===== src/hw/rtl/slt_pkg.sv =====
// Shared token codes, character constants and keyword table for the script lexer.
`default_nettype none
package slt_pkg;

  typedef enum logic [5:0] {
    K_LPAREN   = 6'd0,  K_RPAREN  = 6'd1,  K_LBRACE = 6'd2,  K_RBRACE  = 6'd3,
    K_COMMA    = 6'd4,  K_DOT     = 6'd5,  K_MINUS  = 6'd6,  K_PLUS    = 6'd7,
    K_SEMI     = 6'd8,  K_SLASH   = 6'd9,  K_STAR   = 6'd10, K_BANG    = 6'd11,
    K_BANG_EQ  = 6'd12, K_EQ      = 6'd13, K_EQ_EQ  = 6'd14, K_GT      = 6'd15,
    K_GT_EQ    = 6'd16, K_LT      = 6'd17, K_LT_EQ  = 6'd18, K_STRING  = 6'd19,
    K_NUMBER   = 6'd20, K_IDENT   = 6'd21, K_AND    = 6'd22, K_CLASS   = 6'd23,
    K_ELSE     = 6'd24, K_FALSE   = 6'd25, K_FUN    = 6'd26, K_FOR     = 6'd27,
    K_IF       = 6'd28, K_NIL     = 6'd29, K_OR     = 6'd30, K_PRINT   = 6'd31,
    K_RETURN   = 6'd32, K_SUPER   = 6'd33, K_THIS   = 6'd34, K_TRUE    = 6'd35,
    K_VAR      = 6'd36, K_WHILE   = 6'd37, K_EOF    = 6'd38, K_ERR_CHAR = 6'd39,
    K_ERR_STR  = 6'd40
  } tok_kind_e;

  localparam int KIND_W = 6;
  localparam int NUM_KW = 16;
  localparam int WIN_W  = 48;

  localparam logic [7:0] CH_NL    = 8'h0A;
  localparam logic [7:0] CH_CR    = 8'h0D;
  localparam logic [7:0] CH_TAB   = 8'h09;
  localparam logic [7:0] CH_SP    = 8'h20;
  localparam logic [7:0] CH_QUOTE = 8'h22;
  localparam logic [7:0] CH_SLASH = 8'h2F;
  localparam logic [7:0] CH_DOT   = 8'h2E;
  localparam logic [7:0] CH_EQ    = 8'h3D;
  localparam logic [7:0] CH_BANG  = 8'h21;
  localparam logic [7:0] CH_GT    = 8'h3E;
  localparam logic [7:0] CH_LT    = 8'h3C;

  localparam logic [WIN_W-1:0] KW_TEXT [NUM_KW] = '{
    WIN_W'("and"),  WIN_W'("class"),  WIN_W'("else"),  WIN_W'("false"),
    WIN_W'("fun"),  WIN_W'("for"),    WIN_W'("if"),    WIN_W'("nil"),
    WIN_W'("or"),   WIN_W'("print"),  WIN_W'("return"), WIN_W'("super"),
    WIN_W'("this"), WIN_W'("true"),   WIN_W'("var"),   WIN_W'("while")
  };
  localparam logic [2:0] KW_LEN [NUM_KW] = '{
    3'd3, 3'd5, 3'd4, 3'd5, 3'd3, 3'd3, 3'd2, 3'd3,
    3'd2, 3'd5, 3'd6, 3'd5, 3'd4, 3'd4, 3'd3, 3'd5
  };

  function automatic logic is_digit(input logic [7:0] c);
    is_digit = (c >= "0") && (c <= "9");
  endfunction

  function automatic logic is_alpha(input logic [7:0] c);
    is_alpha = ((c >= "a") && (c <= "z")) || ((c >= "A") && (c <= "Z")) || (c == "_");
  endfunction

  // short: word length fits in 3 bits and is at most six
  function automatic tok_kind_e word_kind(input logic [WIN_W-1:0] win,
                                          input logic short, input logic [2:0] len);
    tok_kind_e k;
    k = K_IDENT;
    for (int i = 0; i < NUM_KW; i++) begin
      if (short && (len == KW_LEN[i]) && (win == KW_TEXT[i])) begin
        k = tok_kind_e'(KIND_W'(int'(K_AND) + i));
      end
    end
    word_kind = k;
  endfunction

endpackage
`default_nettype wire


===== src/hw/rtl/slt_in_if.sv =====
// Input byte channel of the script lexer.
`default_nettype none
interface slt_in_if;
  logic       valid;
  logic       ready;
  logic [7:0] char_in;
  logic       end_of_source;

  modport source (output valid, char_in, end_of_source, input ready);
  modport sink   (input valid, char_in, end_of_source, output ready);
endinterface
`default_nettype wire


===== src/hw/rtl/slt_out_if.sv =====
// Token record channel of the script lexer.
`default_nettype none
interface slt_out_if #(
  parameter int OFFSET_BITS = 20,
  parameter int LINE_BITS   = 16
);
  logic                   valid;
  logic                   ready;
  logic [5:0]             token_kind;
  logic [OFFSET_BITS-1:0] start_offset;
  logic [OFFSET_BITS-1:0] token_length;
  logic [LINE_BITS-1:0]   line_number;
  logic                   last_of_run;

  modport source (output valid, token_kind, start_offset, token_length, line_number,
                  last_of_run, input ready);
  modport sink   (input valid, token_kind, start_offset, token_length, line_number,
                  last_of_run, output ready);
endinterface
`default_nettype wire


===== src/hw/rtl/slt_scan.sv =====
// Front end: scanner state machine, one byte per beat, packs up to three records.
`default_nettype none
module slt_scan #(
  parameter int OFFSET_BITS = 20,
  parameter int LINE_BITS   = 16,
  parameter int REC_W       = slt_pkg::KIND_W + 2 * OFFSET_BITS,
  parameter int BUN_W       = 2 + LINE_BITS + 3 * REC_W
) (
  input  wire logic             clk_i,
  input  wire logic             rst_ni,
  input  wire logic             valid_i,
  output logic                  ready_o,
  input  wire logic [7:0]       char_i,
  input  wire logic             eos_i,
  output logic                  push_o,
  input  wire logic             full_i,
  output logic [BUN_W-1:0]      bundle_o
);

  typedef enum logic [3:0] {
    M_IDLE, M_OPER, M_SLASH, M_COMMENT, M_STRING, M_INT, M_INTDOT, M_FRAC, M_IDENT
  } mode_e;

  localparam logic [LINE_BITS-1:0] LINE_MAX = {LINE_BITS{1'b1}};

  mode_e                       mode_q, mode_d;
  logic [OFFSET_BITS-1:0]      start_q, start_d, ofs_q, ofs_d;
  logic [LINE_BITS-1:0]        line_q, line_d;
  logic [7:0]                  pend_q, pend_d;
  logic [slt_pkg::WIN_W-1:0]   win_q, win_d;

  logic [OFFSET_BITS-1:0]      len, ofs_inc;
  logic                        dig, go_idle, accept;
  logic [1:0]                  n;
  slt_pkg::tok_kind_e          kind_a  [3];
  logic [OFFSET_BITS-1:0]      start_a [3];
  logic [OFFSET_BITS-1:0]      len_a   [3];
  slt_pkg::tok_kind_e          op_base;

  assign accept  = valid_i && ready_o;
  assign ready_o = !full_i;
  assign len     = ofs_q - start_q;
  assign ofs_inc = ofs_q + OFFSET_BITS'(1);
  assign dig     = !eos_i && slt_pkg::is_digit(char_i);

  always_comb begin
    case (pend_q)
      slt_pkg::CH_BANG: op_base = slt_pkg::K_BANG;
      slt_pkg::CH_EQ:   op_base = slt_pkg::K_EQ;
      slt_pkg::CH_GT:   op_base = slt_pkg::K_GT;
      default:          op_base = slt_pkg::K_LT;
    endcase
  end

  always_comb begin
    mode_d  = mode_q;
    start_d = start_q;
    ofs_d   = ofs_q;
    line_d  = line_q;
    pend_d  = pend_q;
    win_d   = win_q;
    go_idle = 1'b0;
    n       = 2'd0;
    for (int i = 0; i < 3; i++) begin
      kind_a[i]  = slt_pkg::K_EOF;
      start_a[i] = '0;
      len_a[i]   = '0;
    end

    case (mode_q)
      M_OPER: begin
        if (!eos_i && char_i == slt_pkg::CH_EQ) begin
          kind_a[n] = slt_pkg::tok_kind_e'(op_base + 6'd1);
          start_a[n] = start_q; len_a[n] = OFFSET_BITS'(2); n = n + 2'd1;
          ofs_d = ofs_inc; mode_d = M_IDLE;
        end else begin
          kind_a[n] = op_base; start_a[n] = start_q; len_a[n] = OFFSET_BITS'(1);
          n = n + 2'd1; go_idle = 1'b1;
        end
      end
      M_SLASH: begin
        if (!eos_i && char_i == slt_pkg::CH_SLASH) begin
          mode_d = M_COMMENT; ofs_d = ofs_inc;
        end else begin
          kind_a[n] = slt_pkg::K_SLASH; start_a[n] = start_q; len_a[n] = OFFSET_BITS'(1);
          n = n + 2'd1; go_idle = 1'b1;
        end
      end
      M_COMMENT: begin
        if (!eos_i && char_i != slt_pkg::CH_NL) ofs_d = ofs_inc;
        else go_idle = 1'b1;
      end
      M_STRING: begin
        if (eos_i) begin
          kind_a[n] = slt_pkg::K_ERR_STR; start_a[n] = start_q; len_a[n] = len;
          n = n + 2'd1; go_idle = 1'b1;
        end else begin
          if (char_i == slt_pkg::CH_QUOTE) begin
            kind_a[n] = slt_pkg::K_STRING; start_a[n] = start_q;
            len_a[n] = len + OFFSET_BITS'(1); n = n + 2'd1; mode_d = M_IDLE;
          end else if (char_i == slt_pkg::CH_NL) begin
            if (line_q != LINE_MAX) line_d = line_q + LINE_BITS'(1);
          end
          ofs_d = ofs_inc;
        end
      end
      M_INT: begin
        if (dig || (!eos_i && char_i == slt_pkg::CH_DOT)) begin
          if (!dig) mode_d = M_INTDOT;
          ofs_d = ofs_inc;
        end else begin
          kind_a[n] = slt_pkg::K_NUMBER; start_a[n] = start_q; len_a[n] = len;
          n = n + 2'd1; go_idle = 1'b1;
        end
      end
      M_INTDOT: begin
        if (dig) begin
          mode_d = M_FRAC; ofs_d = ofs_inc;
        end else begin
          kind_a[n] = slt_pkg::K_NUMBER; start_a[n] = start_q;
          len_a[n] = len - OFFSET_BITS'(1); n = n + 2'd1;
          kind_a[n] = slt_pkg::K_DOT; start_a[n] = ofs_q - OFFSET_BITS'(1);
          len_a[n] = OFFSET_BITS'(1); n = n + 2'd1;
          go_idle = 1'b1;
        end
      end
      M_FRAC: begin
        if (dig) ofs_d = ofs_inc;
        else begin
          kind_a[n] = slt_pkg::K_NUMBER; start_a[n] = start_q; len_a[n] = len;
          n = n + 2'd1; go_idle = 1'b1;
        end
      end
      M_IDENT: begin
        if (!eos_i && (slt_pkg::is_alpha(char_i) || slt_pkg::is_digit(char_i))) begin
          win_d = {win_q[slt_pkg::WIN_W-9:0], char_i};
          ofs_d = ofs_inc;
        end else begin
          kind_a[n] = slt_pkg::word_kind(win_q, (len <= OFFSET_BITS'(6)), len[2:0]);
          start_a[n] = start_q; len_a[n] = len; n = n + 2'd1; go_idle = 1'b1;
        end
      end
      default: go_idle = 1'b1;
    endcase

    if (go_idle) begin
      mode_d = M_IDLE;
      if (eos_i) begin
        kind_a[n] = slt_pkg::K_EOF; start_a[n] = ofs_q; len_a[n] = '0; n = n + 2'd1;
      end else begin
        start_d = ofs_q;
        ofs_d   = ofs_inc;
        case (char_i)
          "(", ")", "{", "}", ",", ".", "-", "+", ";", "*": begin
            case (char_i)
              "(":     kind_a[n] = slt_pkg::K_LPAREN;
              ")":     kind_a[n] = slt_pkg::K_RPAREN;
              "{":     kind_a[n] = slt_pkg::K_LBRACE;
              "}":     kind_a[n] = slt_pkg::K_RBRACE;
              ",":     kind_a[n] = slt_pkg::K_COMMA;
              ".":     kind_a[n] = slt_pkg::K_DOT;
              "-":     kind_a[n] = slt_pkg::K_MINUS;
              "+":     kind_a[n] = slt_pkg::K_PLUS;
              ";":     kind_a[n] = slt_pkg::K_SEMI;
              default: kind_a[n] = slt_pkg::K_STAR;
            endcase
            start_a[n] = ofs_q; len_a[n] = OFFSET_BITS'(1); n = n + 2'd1;
          end
          slt_pkg::CH_BANG, slt_pkg::CH_EQ, slt_pkg::CH_LT, slt_pkg::CH_GT: begin
            pend_d = char_i; mode_d = M_OPER;
          end
          slt_pkg::CH_SLASH: mode_d = M_SLASH;
          slt_pkg::CH_SP, slt_pkg::CH_CR, slt_pkg::CH_TAB: ;
          slt_pkg::CH_NL: if (line_q != LINE_MAX) line_d = line_q + LINE_BITS'(1);
          slt_pkg::CH_QUOTE: mode_d = M_STRING;
          default: begin
            if (slt_pkg::is_digit(char_i)) mode_d = M_INT;
            else if (slt_pkg::is_alpha(char_i)) begin
              win_d = slt_pkg::WIN_W'(char_i); mode_d = M_IDENT;
            end else begin
              kind_a[n] = slt_pkg::K_ERR_CHAR; start_a[n] = ofs_q;
              len_a[n] = OFFSET_BITS'(1); n = n + 2'd1;
            end
          end
        endcase
      end
    end
  end

  // records of one beat all carry the line before the beat
  assign bundle_o = {n, line_q,
                     kind_a[2], start_a[2], len_a[2],
                     kind_a[1], start_a[1], len_a[1],
                     kind_a[0], start_a[0], len_a[0]};
  assign push_o = accept && (n != 2'd0);

  always_ff @(posedge clk_i or negedge rst_ni) begin
    if (!rst_ni) begin
      mode_q  <= M_IDLE;
      start_q <= '0;
      ofs_q   <= '0;
      line_q  <= LINE_BITS'(1);
      pend_q  <= '0;
      win_q   <= '0;
    end else if (accept) begin
      mode_q  <= mode_d;
      start_q <= start_d;
      ofs_q   <= ofs_d;
      line_q  <= line_d;
      pend_q  <= pend_d;
      win_q   <= win_d;
    end
  end

`ifndef ASSERT_OFF
  a_eos_idle: assert property (@(posedge clk_i) disable iff (!rst_ni)
    accept && eos_i |=> mode_q == M_IDLE) else $error("mode not idle after end of source");
  a_eos_ofs: assert property (@(posedge clk_i) disable iff (!rst_ni)
    accept && eos_i |=> ofs_q == $past(ofs_q)) else $error("offset moved on end of source");
  a_eos_push: assert property (@(posedge clk_i) disable iff (!rst_ni)
    accept && eos_i |-> push_o) else $error("end of source without records");
  a_line_mono: assert property (@(posedge clk_i) disable iff (!rst_ni)
    1'b1 |=> line_q >= $past(line_q)) else $error("line count went back");
`endif

endmodule
`default_nettype wire


===== src/hw/rtl/slt_fifo.sv =====
// Small register queue between scanner and record emitter.
`default_nettype none
module slt_fifo #(
  parameter int WIDTH = 8,
  parameter int DEPTH = 2
) (
  input  wire logic             clk_i,
  input  wire logic             rst_ni,
  input  wire logic             push_i,
  input  wire logic [WIDTH-1:0] data_i,
  output logic                  full_o,
  input  wire logic             pop_i,
  output logic                  empty_o,
  output logic [WIDTH-1:0]      data_o
);

  localparam int PW = $clog2(DEPTH);
  localparam int CW = $clog2(DEPTH + 1);

  logic [WIDTH-1:0] mem_q [DEPTH];
  logic [PW-1:0]    wr_q, rd_q;
  logic [CW-1:0]    cnt_q;
  logic             do_push, do_pop;

  assign full_o  = (cnt_q == CW'(DEPTH));
  assign empty_o = (cnt_q == '0);
  assign do_push = push_i && !full_o;
  assign do_pop  = pop_i && !empty_o;
  assign data_o  = mem_q[rd_q];

  always_ff @(posedge clk_i) begin
    if (do_push) mem_q[wr_q] <= data_i;
  end

  always_ff @(posedge clk_i or negedge rst_ni) begin
    if (!rst_ni) begin
      wr_q  <= '0;
      rd_q  <= '0;
      cnt_q <= '0;
    end else begin
      if (do_push) wr_q <= (wr_q == PW'(DEPTH - 1)) ? '0 : wr_q + PW'(1);
      if (do_pop)  rd_q <= (rd_q == PW'(DEPTH - 1)) ? '0 : rd_q + PW'(1);
      case ({do_push, do_pop})
        2'b10:   cnt_q <= cnt_q + CW'(1);
        2'b01:   cnt_q <= cnt_q - CW'(1);
        default: cnt_q <= cnt_q;
      endcase
    end
  end

endmodule
`default_nettype wire


===== src/hw/rtl/slt_emit.sv =====
// Back end: walks the records of the queue head out one beat at a time.
`default_nettype none
module slt_emit #(
  parameter int OFFSET_BITS = 20,
  parameter int LINE_BITS   = 16,
  parameter int REC_W       = slt_pkg::KIND_W + 2 * OFFSET_BITS,
  parameter int BUN_W       = 2 + LINE_BITS + 3 * REC_W
) (
  input  wire logic             clk_i,
  input  wire logic             rst_ni,
  input  wire logic             empty_i,
  input  wire logic [BUN_W-1:0] bundle_i,
  output logic                  pop_o,
  slt_out_if.source             out_o
);

  logic [1:0]       idx_q, cnt;
  logic [REC_W-1:0] rec;
  logic             last, fire;

  assign cnt  = bundle_i[BUN_W-1 -: 2];
  assign rec  = bundle_i[idx_q * REC_W +: REC_W];
  assign last = (idx_q + 2'd1 == cnt);
  assign fire = out_o.valid && out_o.ready;

  assign out_o.valid        = !empty_i;
  assign out_o.token_kind   = rec[REC_W-1 -: slt_pkg::KIND_W];
  assign out_o.start_offset = rec[2*OFFSET_BITS-1 -: OFFSET_BITS];
  assign out_o.token_length = rec[OFFSET_BITS-1:0];
  assign out_o.line_number  = bundle_i[3*REC_W +: LINE_BITS];
  assign out_o.last_of_run  = last;
  assign pop_o              = fire && last;

  always_ff @(posedge clk_i or negedge rst_ni) begin
    if (!rst_ni) idx_q <= '0;
    else if (fire) idx_q <= last ? 2'd0 : idx_q + 2'd1;
  end

`ifndef ASSERT_OFF
  a_idx_range: assert property (@(posedge clk_i) disable iff (!rst_ni)
    out_o.valid |-> idx_q < cnt) else $error("record index past bundle");
  a_idx_zero: assert property (@(posedge clk_i) disable iff (!rst_ni)
    empty_i |-> idx_q == 2'd0) else $error("index left over on empty queue");
  a_pop_last: assert property (@(posedge clk_i) disable iff (!rst_ni)
    pop_o |=> idx_q == 2'd0) else $error("index not cleared after pop");
`endif

endmodule
`default_nettype wire


===== src/hw/rtl/script_lexer_tokenizer.sv =====
// Top level of the streaming script lexer.
// One source byte is taken per beat on in_i, every cycle while the two-entry queue has room;
// each byte yields zero to three token records (kind, start offset, length, line) that
// leave on out_o one per cycle while out_o.ready is high, last_of_run marking the final record
// of a byte. A byte giving one record or none sustains one byte per cycle while out_o.ready is
// high; a byte giving more records holds the output until all have left the registered queue.
`default_nettype none
module script_lexer_tokenizer #(
  parameter int OFFSET_BITS = 20,
  parameter int LINE_BITS   = 16
) (
  input  wire logic clk_i,
  input  wire logic rst_ni,
  slt_in_if.sink    in_i,
  slt_out_if.source out_o
);

  localparam int REC_W = slt_pkg::KIND_W + 2 * OFFSET_BITS;
  localparam int BUN_W = 2 + LINE_BITS + 3 * REC_W;

  logic             push, full, pop, empty;
  logic [BUN_W-1:0] bun_in, bun_out;

  slt_scan #(.OFFSET_BITS(OFFSET_BITS), .LINE_BITS(LINE_BITS)) u_scan (
    .clk_i, .rst_ni,
    .valid_i  (in_i.valid),
    .ready_o  (in_i.ready),
    .char_i   (in_i.char_in),
    .eos_i    (in_i.end_of_source),
    .push_o   (push),
    .full_i   (full),
    .bundle_o (bun_in)
  );

  slt_fifo #(.WIDTH(BUN_W), .DEPTH(2)) u_fifo (
    .clk_i, .rst_ni,
    .push_i  (push),
    .data_i  (bun_in),
    .full_o  (full),
    .pop_i   (pop),
    .empty_o (empty),
    .data_o  (bun_out)
  );

  slt_emit #(.OFFSET_BITS(OFFSET_BITS), .LINE_BITS(LINE_BITS)) u_emit (
    .clk_i, .rst_ni,
    .empty_i  (empty),
    .bundle_i (bun_out),
    .pop_o    (pop),
    .out_o    (out_o)
  );

endmodule
`default_nettype wire

===== src/flat_wrapper.sv =====
// flat-port wrapper written by rule: the top's interface ports become plain ports
module script_lexer_tokenizer_flat 
#(
  parameter int OFFSET_BITS = 20,
  parameter int LINE_BITS   = 16
)
  (clk_i, rst_ni, in_i_valid, in_i_char_in, in_i_end_of_source, in_i_ready, out_o_valid, out_o_token_kind, out_o_start_offset, out_o_token_length, out_o_line_number, out_o_last_of_run, out_o_ready);
  slt_in_if in_i_i ();
  slt_out_if #(.OFFSET_BITS(OFFSET_BITS), .LINE_BITS(LINE_BITS)) out_o_i ();
  input  wire logic clk_i;
  input  wire logic rst_ni;
  input wire logic [$bits(in_i_i.valid)-1:0] in_i_valid;
  input wire logic [$bits(in_i_i.char_in)-1:0] in_i_char_in;
  input wire logic [$bits(in_i_i.end_of_source)-1:0] in_i_end_of_source;
  output wire logic [$bits(in_i_i.ready)-1:0] in_i_ready;
  output wire logic [$bits(out_o_i.valid)-1:0] out_o_valid;
  output wire logic [$bits(out_o_i.token_kind)-1:0] out_o_token_kind;
  output wire logic [$bits(out_o_i.start_offset)-1:0] out_o_start_offset;
  output wire logic [$bits(out_o_i.token_length)-1:0] out_o_token_length;
  output wire logic [$bits(out_o_i.line_number)-1:0] out_o_line_number;
  output wire logic [$bits(out_o_i.last_of_run)-1:0] out_o_last_of_run;
  input wire logic [$bits(out_o_i.ready)-1:0] out_o_ready;
  assign in_i_i.valid = in_i_valid;
  assign in_i_i.char_in = in_i_char_in;
  assign in_i_i.end_of_source = in_i_end_of_source;
  assign in_i_ready = in_i_i.ready;
  assign out_o_valid = out_o_i.valid;
  assign out_o_token_kind = out_o_i.token_kind;
  assign out_o_start_offset = out_o_i.start_offset;
  assign out_o_token_length = out_o_i.token_length;
  assign out_o_line_number = out_o_i.line_number;
  assign out_o_last_of_run = out_o_i.last_of_run;
  assign out_o_i.ready = out_o_ready;
  script_lexer_tokenizer #(.OFFSET_BITS(OFFSET_BITS), .LINE_BITS(LINE_BITS)) u_core (.clk_i(clk_i), .rst_ni(rst_ni), .in_i(in_i_i), .out_o(out_o_i));
endmodule

===== config.mk =====
export PLATFORM = sky130hd
export DESIGN_NAME = script_lexer_tokenizer_flat
export DESIGN_NICKNAME = d
export VERILOG_FILES = /design/src/hw/rtl/slt_pkg.sv /design/src/hw/rtl/slt_in_if.sv /design/src/hw/rtl/slt_out_if.sv /design/src/hw/rtl/slt_scan.sv /design/src/hw/rtl/slt_fifo.sv /design/src/hw/rtl/slt_emit.sv /design/src/hw/rtl/script_lexer_tokenizer.sv /design/src/flat_wrapper.sv
export SDC_FILE = /design/constraint.sdc
export NUM_CORES = 1
export LEC_CHECK = 0
export ABC_AREA = 1
export BUFFER_PORTS_ARGS = -buffer_cell sky130_fd_sc_hd__clkbuf_2
export CAP_MARGIN = 20
export CORE_AREA = 2 2 214 216
export DETAILED_ROUTE_END_ITERATION = 10
export DIE_AREA = 0 0 216 218
export GPL_TIMING_DRIVEN = 0
export SYNTH_ARGS = -nofsm -noshare
export SYNTH_HDL_FRONTEND = slang
export SYNTH_SLANG_ARGS = --single-unit

===== constraint.sdc =====
create_clock -name clk_i -period 10.4 [get_ports clk_i]
set_clock_uncertainty 0.1 [all_clocks]
set_input_delay 2.08 -clock clk_i [delete_from_list [all_inputs] [get_ports clk_i]]
set_output_delay 2.08 -clock clk_i [all_outputs]
set_load 0.01 [all_outputs]

* Yosys cells after proc, flatten, opt, wreduce, memory -nomap -nowiden
Memory sizes are Yosys's and may differ from the RTL's.
Index checks and enable logic that the tools add are counted.
** Storage, ports and cells
- Flip-flop bits (word level) :: 122
- Bits in writable memories :: 312
- Logic and storage cells :: 333
- Input port bits :: 13
- Output and inout bits :: 65
- Memories :: 1
** Operators by class
- Multiply operators :: 1
- Bitwise gates (word level) :: 42
- Reductions and logical operators :: 57
- Shift operators :: 1
- Order comparisons :: 9
- Add/subtract/negate cells :: 13
- Equality and inequality tests :: 66
- Multiplexer cells :: 133
** Memories
- u_core.u_fifo.mem_q :: depth 2, width 156, read ports 1, clocked after Yosys merged registers in 0, write ports 1, line slt_fifo.sv:20 : logic [WIDTH-1:0] mem_q [DEPTH];
** Operators with widths (number)
- two-way mux 60 bit :: 8
- two-way mux 20 bit :: 23
- case mux 20 bit (7 select lines) :: 3
- two-way mux 48 bit :: 7
- equality test 48 x 23 -> 1 bit (second input constant) :: 5
- equality test 48 x 39 -> 1 bit (second input constant) :: 5
- case mux 60 bit (2 select lines) :: 2
- case mux 18 bit (9 select lines) :: 1
- variable part select 156 x 9 -> 46 bit :: 1
- equality test 48 x 31 -> 1 bit (second input constant) :: 3
- equality test 8 x 6 -> 1 bit (second input constant) :: 18
- two-way mux 16 bit :: 9
- two-way mux 6 bit :: 24
- equality test 48 x 15 -> 1 bit (second input constant) :: 2
- two-way mux 40 bit :: 2
- two-way mux 18 bit :: 4
- bitwise AND 15 bit :: 4
- bitwise AND 60 bit :: 1
- bitwise mux 60 bit :: 1
- inverter 15 bit :: 4
- inverter 60 bit :: 1
- bitwise AND 57 bit :: 1
- inverter 57 bit :: 1
- bitwise AND 12 bit :: 4
- other kinds (72) :: 188

* Longest topological paths before layout
- Depth after elaboration :: 28
- Depth in mapped cells :: 27
- Mapped depth without buffers :: 27

* By module
A second synthesis with hierarchy kept.
** Second synthesis, totals
- Cells, all modules :: 3084
- Area total of the unflattened synthesis :: 25415.6 um2
** By module, submodules not included
- slt_scan :: times used 1, area each 12246.7 um2, sequential area each 2904.0 um2, cells an instance 1966
- slt_fifo :: times used 1, area each 11649.9 um2, sequential area each 9469.1 um2, cells an instance 848
- slt_emit :: times used 1, area each 1519.0 um2, sequential area each 50.0 um2, cells an instance 270

* Least setup slack after synthesis
Ideal clock, no wire load.
- Path kind :: in2reg
- Start :: input port in_i_char_in[6]
- End :: memory u_core.u_fifo.mem_q[0][0] (netlist name) (enable)
- Data required time :: 9.708 ns
- Arrival time :: 8.619 ns
- Setup slack :: 1.089 ns
- Stages :: 15
- Setup time :: 0.592 ns
- Path buffers :: 0
- Cells stage by stage :: nor2_4 -> inv_2 -> nor3_4 -> nand2_1 -> nor2_2 -> inv_1 -> o21ai_1 -> nor3_1 -> nand2_2 -> inv_2 -> ha_1 -> nand2_1 -> o21ai_2 -> o21ai_4 -> nor2_1
** Between the ends
- Cells in the longest elaborated chain, start to end :: 19
- Elaborated cells on any way between the ends :: 69
- Classes of those cells :: 1 x add/sub; 6 x order compare; 22 x eq/ne; 22 x mux; 18 x reduce/logical
** RTL lines
- from (decl) :: line flat_wrapper.sv:13 : input wire logic [$bits(in_i_i.char_in)-1:0] in_i_char_in;
- greater-or-equal comparator 8 x 7 -> 1 bit / <= comparator 8 x 7 -> 1 bit (equally long branches) :: line slt_pkg.sv:51 : is_alpha = ((c >= "a") && (c <= "z")) || ((c >= "A") && (c <= "Z")) || (c == "_");
- logical AND 1 bit :: line slt_pkg.sv:51
- logical OR 1 bit (2 in series) :: line slt_pkg.sv:51
- logical OR 1 bit :: line slt_scan.sv:135 : if (!eos_i && (slt_pkg::is_alpha(char_i) || slt_pkg::is_digit(char_i))) begin
- logical AND 1 bit :: line slt_scan.sv:135
- two-way mux 1 bit :: line slt_scan.sv:135
- case mux 2 bit (7 select lines) :: line slt_scan.sv:70 : case (mode_q)
- adder 2 x 1 -> 2 bit :: line slt_scan.sv:149, slt_scan.sv:167, slt_scan.sv:182
- [... 3 more ...]
- two-way mux 2 bit :: line slt_scan.sv:148 : if (eos_i) begin
- two-way mux 2 bit (*) :: line slt_scan.sv:146 : if (go_idle) begin
- named net u_core.bun_in[155] :: line script_lexer_tokenizer.sv:22 : logic [BUN_W-1:0] bun_in, bun_out;
- nonzero test 2 bit (*) :: line slt_scan.sv:195 : assign push_o = accept && (n != 2'd0);
- logical AND 1 bit (*) :: line slt_scan.sv:195
- logical AND 1 bit (*) :: line slt_fifo.sv:27 : assign do_push = push_i && !full_o;
- two-way mux 1 bit (*) :: line slt_fifo.sv:32 : if (do_push) mem_q[wr_q] <= data_i;
- two-way mux 1 bit (implied by the code) (*) :: line slt_fifo.sv:32
- to (decl) :: line slt_fifo.sv:20
Mark *: on every way through the listed nets, which the timed path passes. The rest lies on a longest branch.

* Final worst setup path
- Start :: input port in_i_char_in[6]
- End :: memory u_core.u_fifo.mem_q[1][14] (netlist name) (data pin)
** Between the ends
- Cells in the longest elaborated chain, start to end :: 20
- Elaborated cells on any way between the ends :: 80
- Classes of those cells :: 8 x order compare; 22 x eq/ne; 29 x mux; 5 x bitwise; 16 x reduce/logical
** RTL lines
- greater-or-equal comparator 8 x 7 -> 1 bit / <= comparator 8 x 7 -> 1 bit (equally long branches) :: line slt_pkg.sv:51
- logical AND 1 bit :: line slt_pkg.sv:51
- logical OR 1 bit (2 in series) :: line slt_pkg.sv:51
- logical OR 1 bit :: line slt_scan.sv:135
- logical AND 1 bit :: line slt_scan.sv:135
- two-way mux 1 bit :: line slt_scan.sv:135
- case mux 2 bit (7 select lines) :: line slt_scan.sv:70
- inverter 2 -> 3 bit (implied by the code) :: line slt_scan.sv:149, slt_scan.sv:167, slt_scan.sv:182
- [... 4 more ...]
- inverter 57 bit (no source line)
- bitwise AND 57 bit (no source line)
- two-way mux 60 bit :: line slt_scan.sv:178 : else if (slt_pkg::is_alpha(char_i)) begin
- two-way mux 60 bit :: line slt_scan.sv:177 : if (slt_pkg::is_digit(char_i)) mode_d = M_INT;
- case mux 60 bit (2 select lines) :: line slt_scan.sv:153 : case (char_i)
- two-way mux 60 bit :: line slt_scan.sv:148
- two-way mux 60 bit (*) :: line slt_scan.sv:146
- named net u_core.bun_in[14] :: line script_lexer_tokenizer.sv:22
Marks and branches as above.

==> flow_summary_export.csv <==
group,metric,value,unit
outcome,status,"complete, no violations",
sta,final_max_slew_viol_count,0,
clocking,cts_setup_buffers,0,
setup_path,startpoint_type,"primary input",
logic_synthesis,synthCells,2634,
clocking,clkLatencyLatePin,560,ps
floorplanning,die_width,216,µm
logic_synthesis,synth_cell_types,69,
sta,finalCritPeriodShare,56.8,%
clocking,cts_buffers,39,
setup_path,slowest_stage,"nor3_1",
clocking,clk_path_buf_depth,3,
drt,wl_per_cell,20.7,µm
setup_path,rr_worst_depth,22,
power,p_per_area,339,nW/µm²
drt,via_per_inst,5.73,
global_route,grt_pass1_wl,107,mm
setup_path,crit_type,"in -> reg",
global_route,antenna_found_initial,1,
sta,tns,0,ps
place,placed_cells,3319,
layout,drive_gt1_share,10.6,%
global_route,overflow,0,
layout,final_cell_mix,"522 x nand2_1, 321 x nor2_1, 289 x o21ai_0",
setup_path,cp.required,10500,ps
place,portBuffers,75,
logic_synthesis,synth_async_sr_flop_share,34.5,%
setup_path,worstPathArrival,6000,ps
setup_path,setup.worst_path.end_class,"flop",
global_route,grt_usage,29.7,%
drt,vias,19400,
clocking,htree_levels,2,
logic_synthesis,synth_top_area_cell,"edfxtp_1",
drt,drc,0,
sta,worst_pin_slew,1170,ps
floorplanning,dieArea,47100,µm²
clocking,cts_root_buffer,"clkbuf_16",
layout,fin_area,23900,µm²
logic_synthesis,synth_warnings,0,
layout,nFillCells,4286,
global_route,grt_start_max_net_pins,101,
sta,setup_ws,4490,ps
clocking,ctsResizeCount,0,
power,power_leakage,9.50,nW
setup_path,endpoint,"u_core.u_fifo.mem_q[1][14]",
logic_synthesis,ys_seq_elements,354,
sta,post-route-min-period,5910,ps
clocking,hold_buffers,0,
clocking,numClockSinks,354,
place,dp.final_hpwl,54.5,mm
place,gp_congestion,1.05,
clocking,clk_pin_slew,60,ps
floorplanning,coreArea,44900,µm²
sta,max_freq,169,MHz
clocking,tritoncts,"built",
layout,final_common_cell,"nand2_1",
job,maxCapViolCount,0,
logic_synthesis,syn-cell-area,21200,µm²
place,postPlaceCellArea,22600,µm²
layout,area_growth,12.5,%
place,place_ws,4040,ps
setup_path,r2r-start,"u_core.u_scan.ofs_q[0]",
drt,drtPass1Iterations,5,
setup_path,crit_path_start,"in_i_char_in[6]",
floorplanning,ios,78,
sta,final_hold_viol_count,0,
setup_path,critPathMaxFanout,9,
min_path,hp-class,"reg -> reg",
drt,wl,70.3,mm
setup_path,rrSetupSlack,5620,ps
sta,finalSetupViolCount,0,
floorplanning,rows,78,
logic_synthesis,synth.area.top_cells,"edfxtp_1 33%, dfrtp_1 14%, nand2_1 9.2%, o21ai_0 6.8%, nor2_1 5.7%",
layout,instances_no_fill,3393,
power,ir_worst_vdd,0.000203,V
logic_synthesis,yosysTopAreaCellShare,32.8,%
floorplanning,start_util,47.3,%
logic_synthesis,syn_area_per_cell,8.06,µm²
logic_synthesis,syn_nets,2682,
setup_path,max_stage_delay,990,ps
setup_path,cpMostUsedCell,"inv_2",
drt,drt-initial-drc-count,1747,
drt,route.antenna.remaining_nets,0,
sta,relSlewSlack,21.4,%
sta,rsz0062_at_grt,"no",
floorplanning,fp.dieH,218,µm
layout,nets,2809,
logic_synthesis,synthFlopType,"edfxtp_1",
logic_synthesis,ys_seq_area_share,47.2,%
global_route,grt_pass1_vias,18200,
logic_synthesis,synth_edf_count,232,
setup_path,regToRegEndpoint,"u_core.u_fifo.mem_q[0][19]",
setup_path,crit_path_cell_trace,"clkbuf_2 > nor2_4 > inv_2 > nor3_4 > nand2_1 > nor2_2 > inv_1 > o21ai_1 > nor3_1 > nand2_2 > inv_2 > ha_1 > inv_1 > nor2_4 > inv_2 > o21ai_2 > nor3_1",
## how the worst min path moves through the flow
stage,start,end,cells after the start
6_report,u_core.u_scan.pend_q[5],u_core.u_scan.pend_q[5],2
5_1_grt,u_core.u_scan.pend_q[5],u_core.u_scan.pend_q[5],2
4_1_cts,u_core.u_scan.pend_q[6],u_core.u_scan.pend_q[6],2
3_5_place_dp,u_core.u_scan.pend_q[6],u_core.u_scan.pend_q[6],2
2_1_floorplan,u_core.u_scan.pend_q[5],u_core.u_scan.pend_q[5],2
3_3_place_gp,u_core.u_scan.pend_q[5],u_core.u_scan.pend_q[5],2
## logic make-up after synthesis
logic type	Yosys count	synth area share [%]
xor+xnor	57	2.39
compound gates	549	14.9
mux	2	0.100
flops	354	47.2
buf+inv	435	8.11
simple gates	1202	25.3
fa+ha+maj	35	2.10
## Yosys cell counts, types with 8 or more instances
master and instances:
nand2_1 522, nor2_1 323, o21ai_0 289, inv_1 285
edfxtp_1 232, dfrtp_1 121, nand3_1 110, o22ai_1 98
nor3_1 90, clkbuf_1 73, nand4_1 52, a21oi_1 51
xor2_1 50, ha_1 34, inv_2 33, o21ai_1 27
nor4_1 21, nand2_2 20, buf_2 19, nor2_2 15
a31oi_1 14, o221ai_1 14, nor3_2 13, o211ai_1 11
nor2_4 9, clkinv_1 8
## per-stage QoR
step                util (%)  total power [mW]  hold slack, ps
finish                  53.2              8.10             366
global route            53.2              8.67             388
CTS                     53.2              8.08             369
detailed placement      50.4              6.70             354
global placement        49.8              6.65             342
floorplan                  -              5.20             322
## flip-flops by register name, summed over array words and instances, names as in the netlist, 2 cells and up
signal,cells
u_core.u_emit.idx_q,2
u_core.u_fifo.mem_q,232
u_core.u_scan.pend_q,8
u_core.u_scan.start_q,20
u_core.u_scan.mode_q,4
u_core.u_fifo.cnt_q,2
u_core.u_scan.line_q,16
u_core.u_scan.ofs_q,20
u_core.u_scan.win_q,48
## cell type report
cell class	instances	area (µm²)	share of cell area, %
sequential	354	10000	41.9
multi-input combinational	1845	9510	39.8
inverter	328	1240	5.18
clock buffer	49	1070	4.50
tap	600	751	3.14
timing repair buffer	86	634	2.65
buffer	107	484	2.03
clock inverter	23	184	0.769
antenna	1	2.50	0.0105
## report_power, final
group          total [mW]  leakage, nW  switching [mW]  internal, mW
clock                1.36        0.617           0.575         0.786
combinational        4.45         5.14            3.17          1.27
sequential           2.29         3.74           0.234          2.06
## layer usage
metal | GRT usage (%) | routed length (µm) | vias to the layer above
met5 | 0 | 0 | -
met4 | 7.67 | 1540 | 0
met3 | 3.81 | 4520 | 97
met2 | 47.5 | 32200 | 677
met1 | 42.7 | 32000 | 9411
li1 | - | - | 9241
## worst max-delay path, delay by kind of cell
kind,cells,cell delay [ps]
buffers and inverters,6,740
AND/OR/NAND/NOR,8,2160
adder cells (fa/ha/maj),1,300
AO/OA/AOI/OAI,2,690
(Power assumes the default switching activity.)
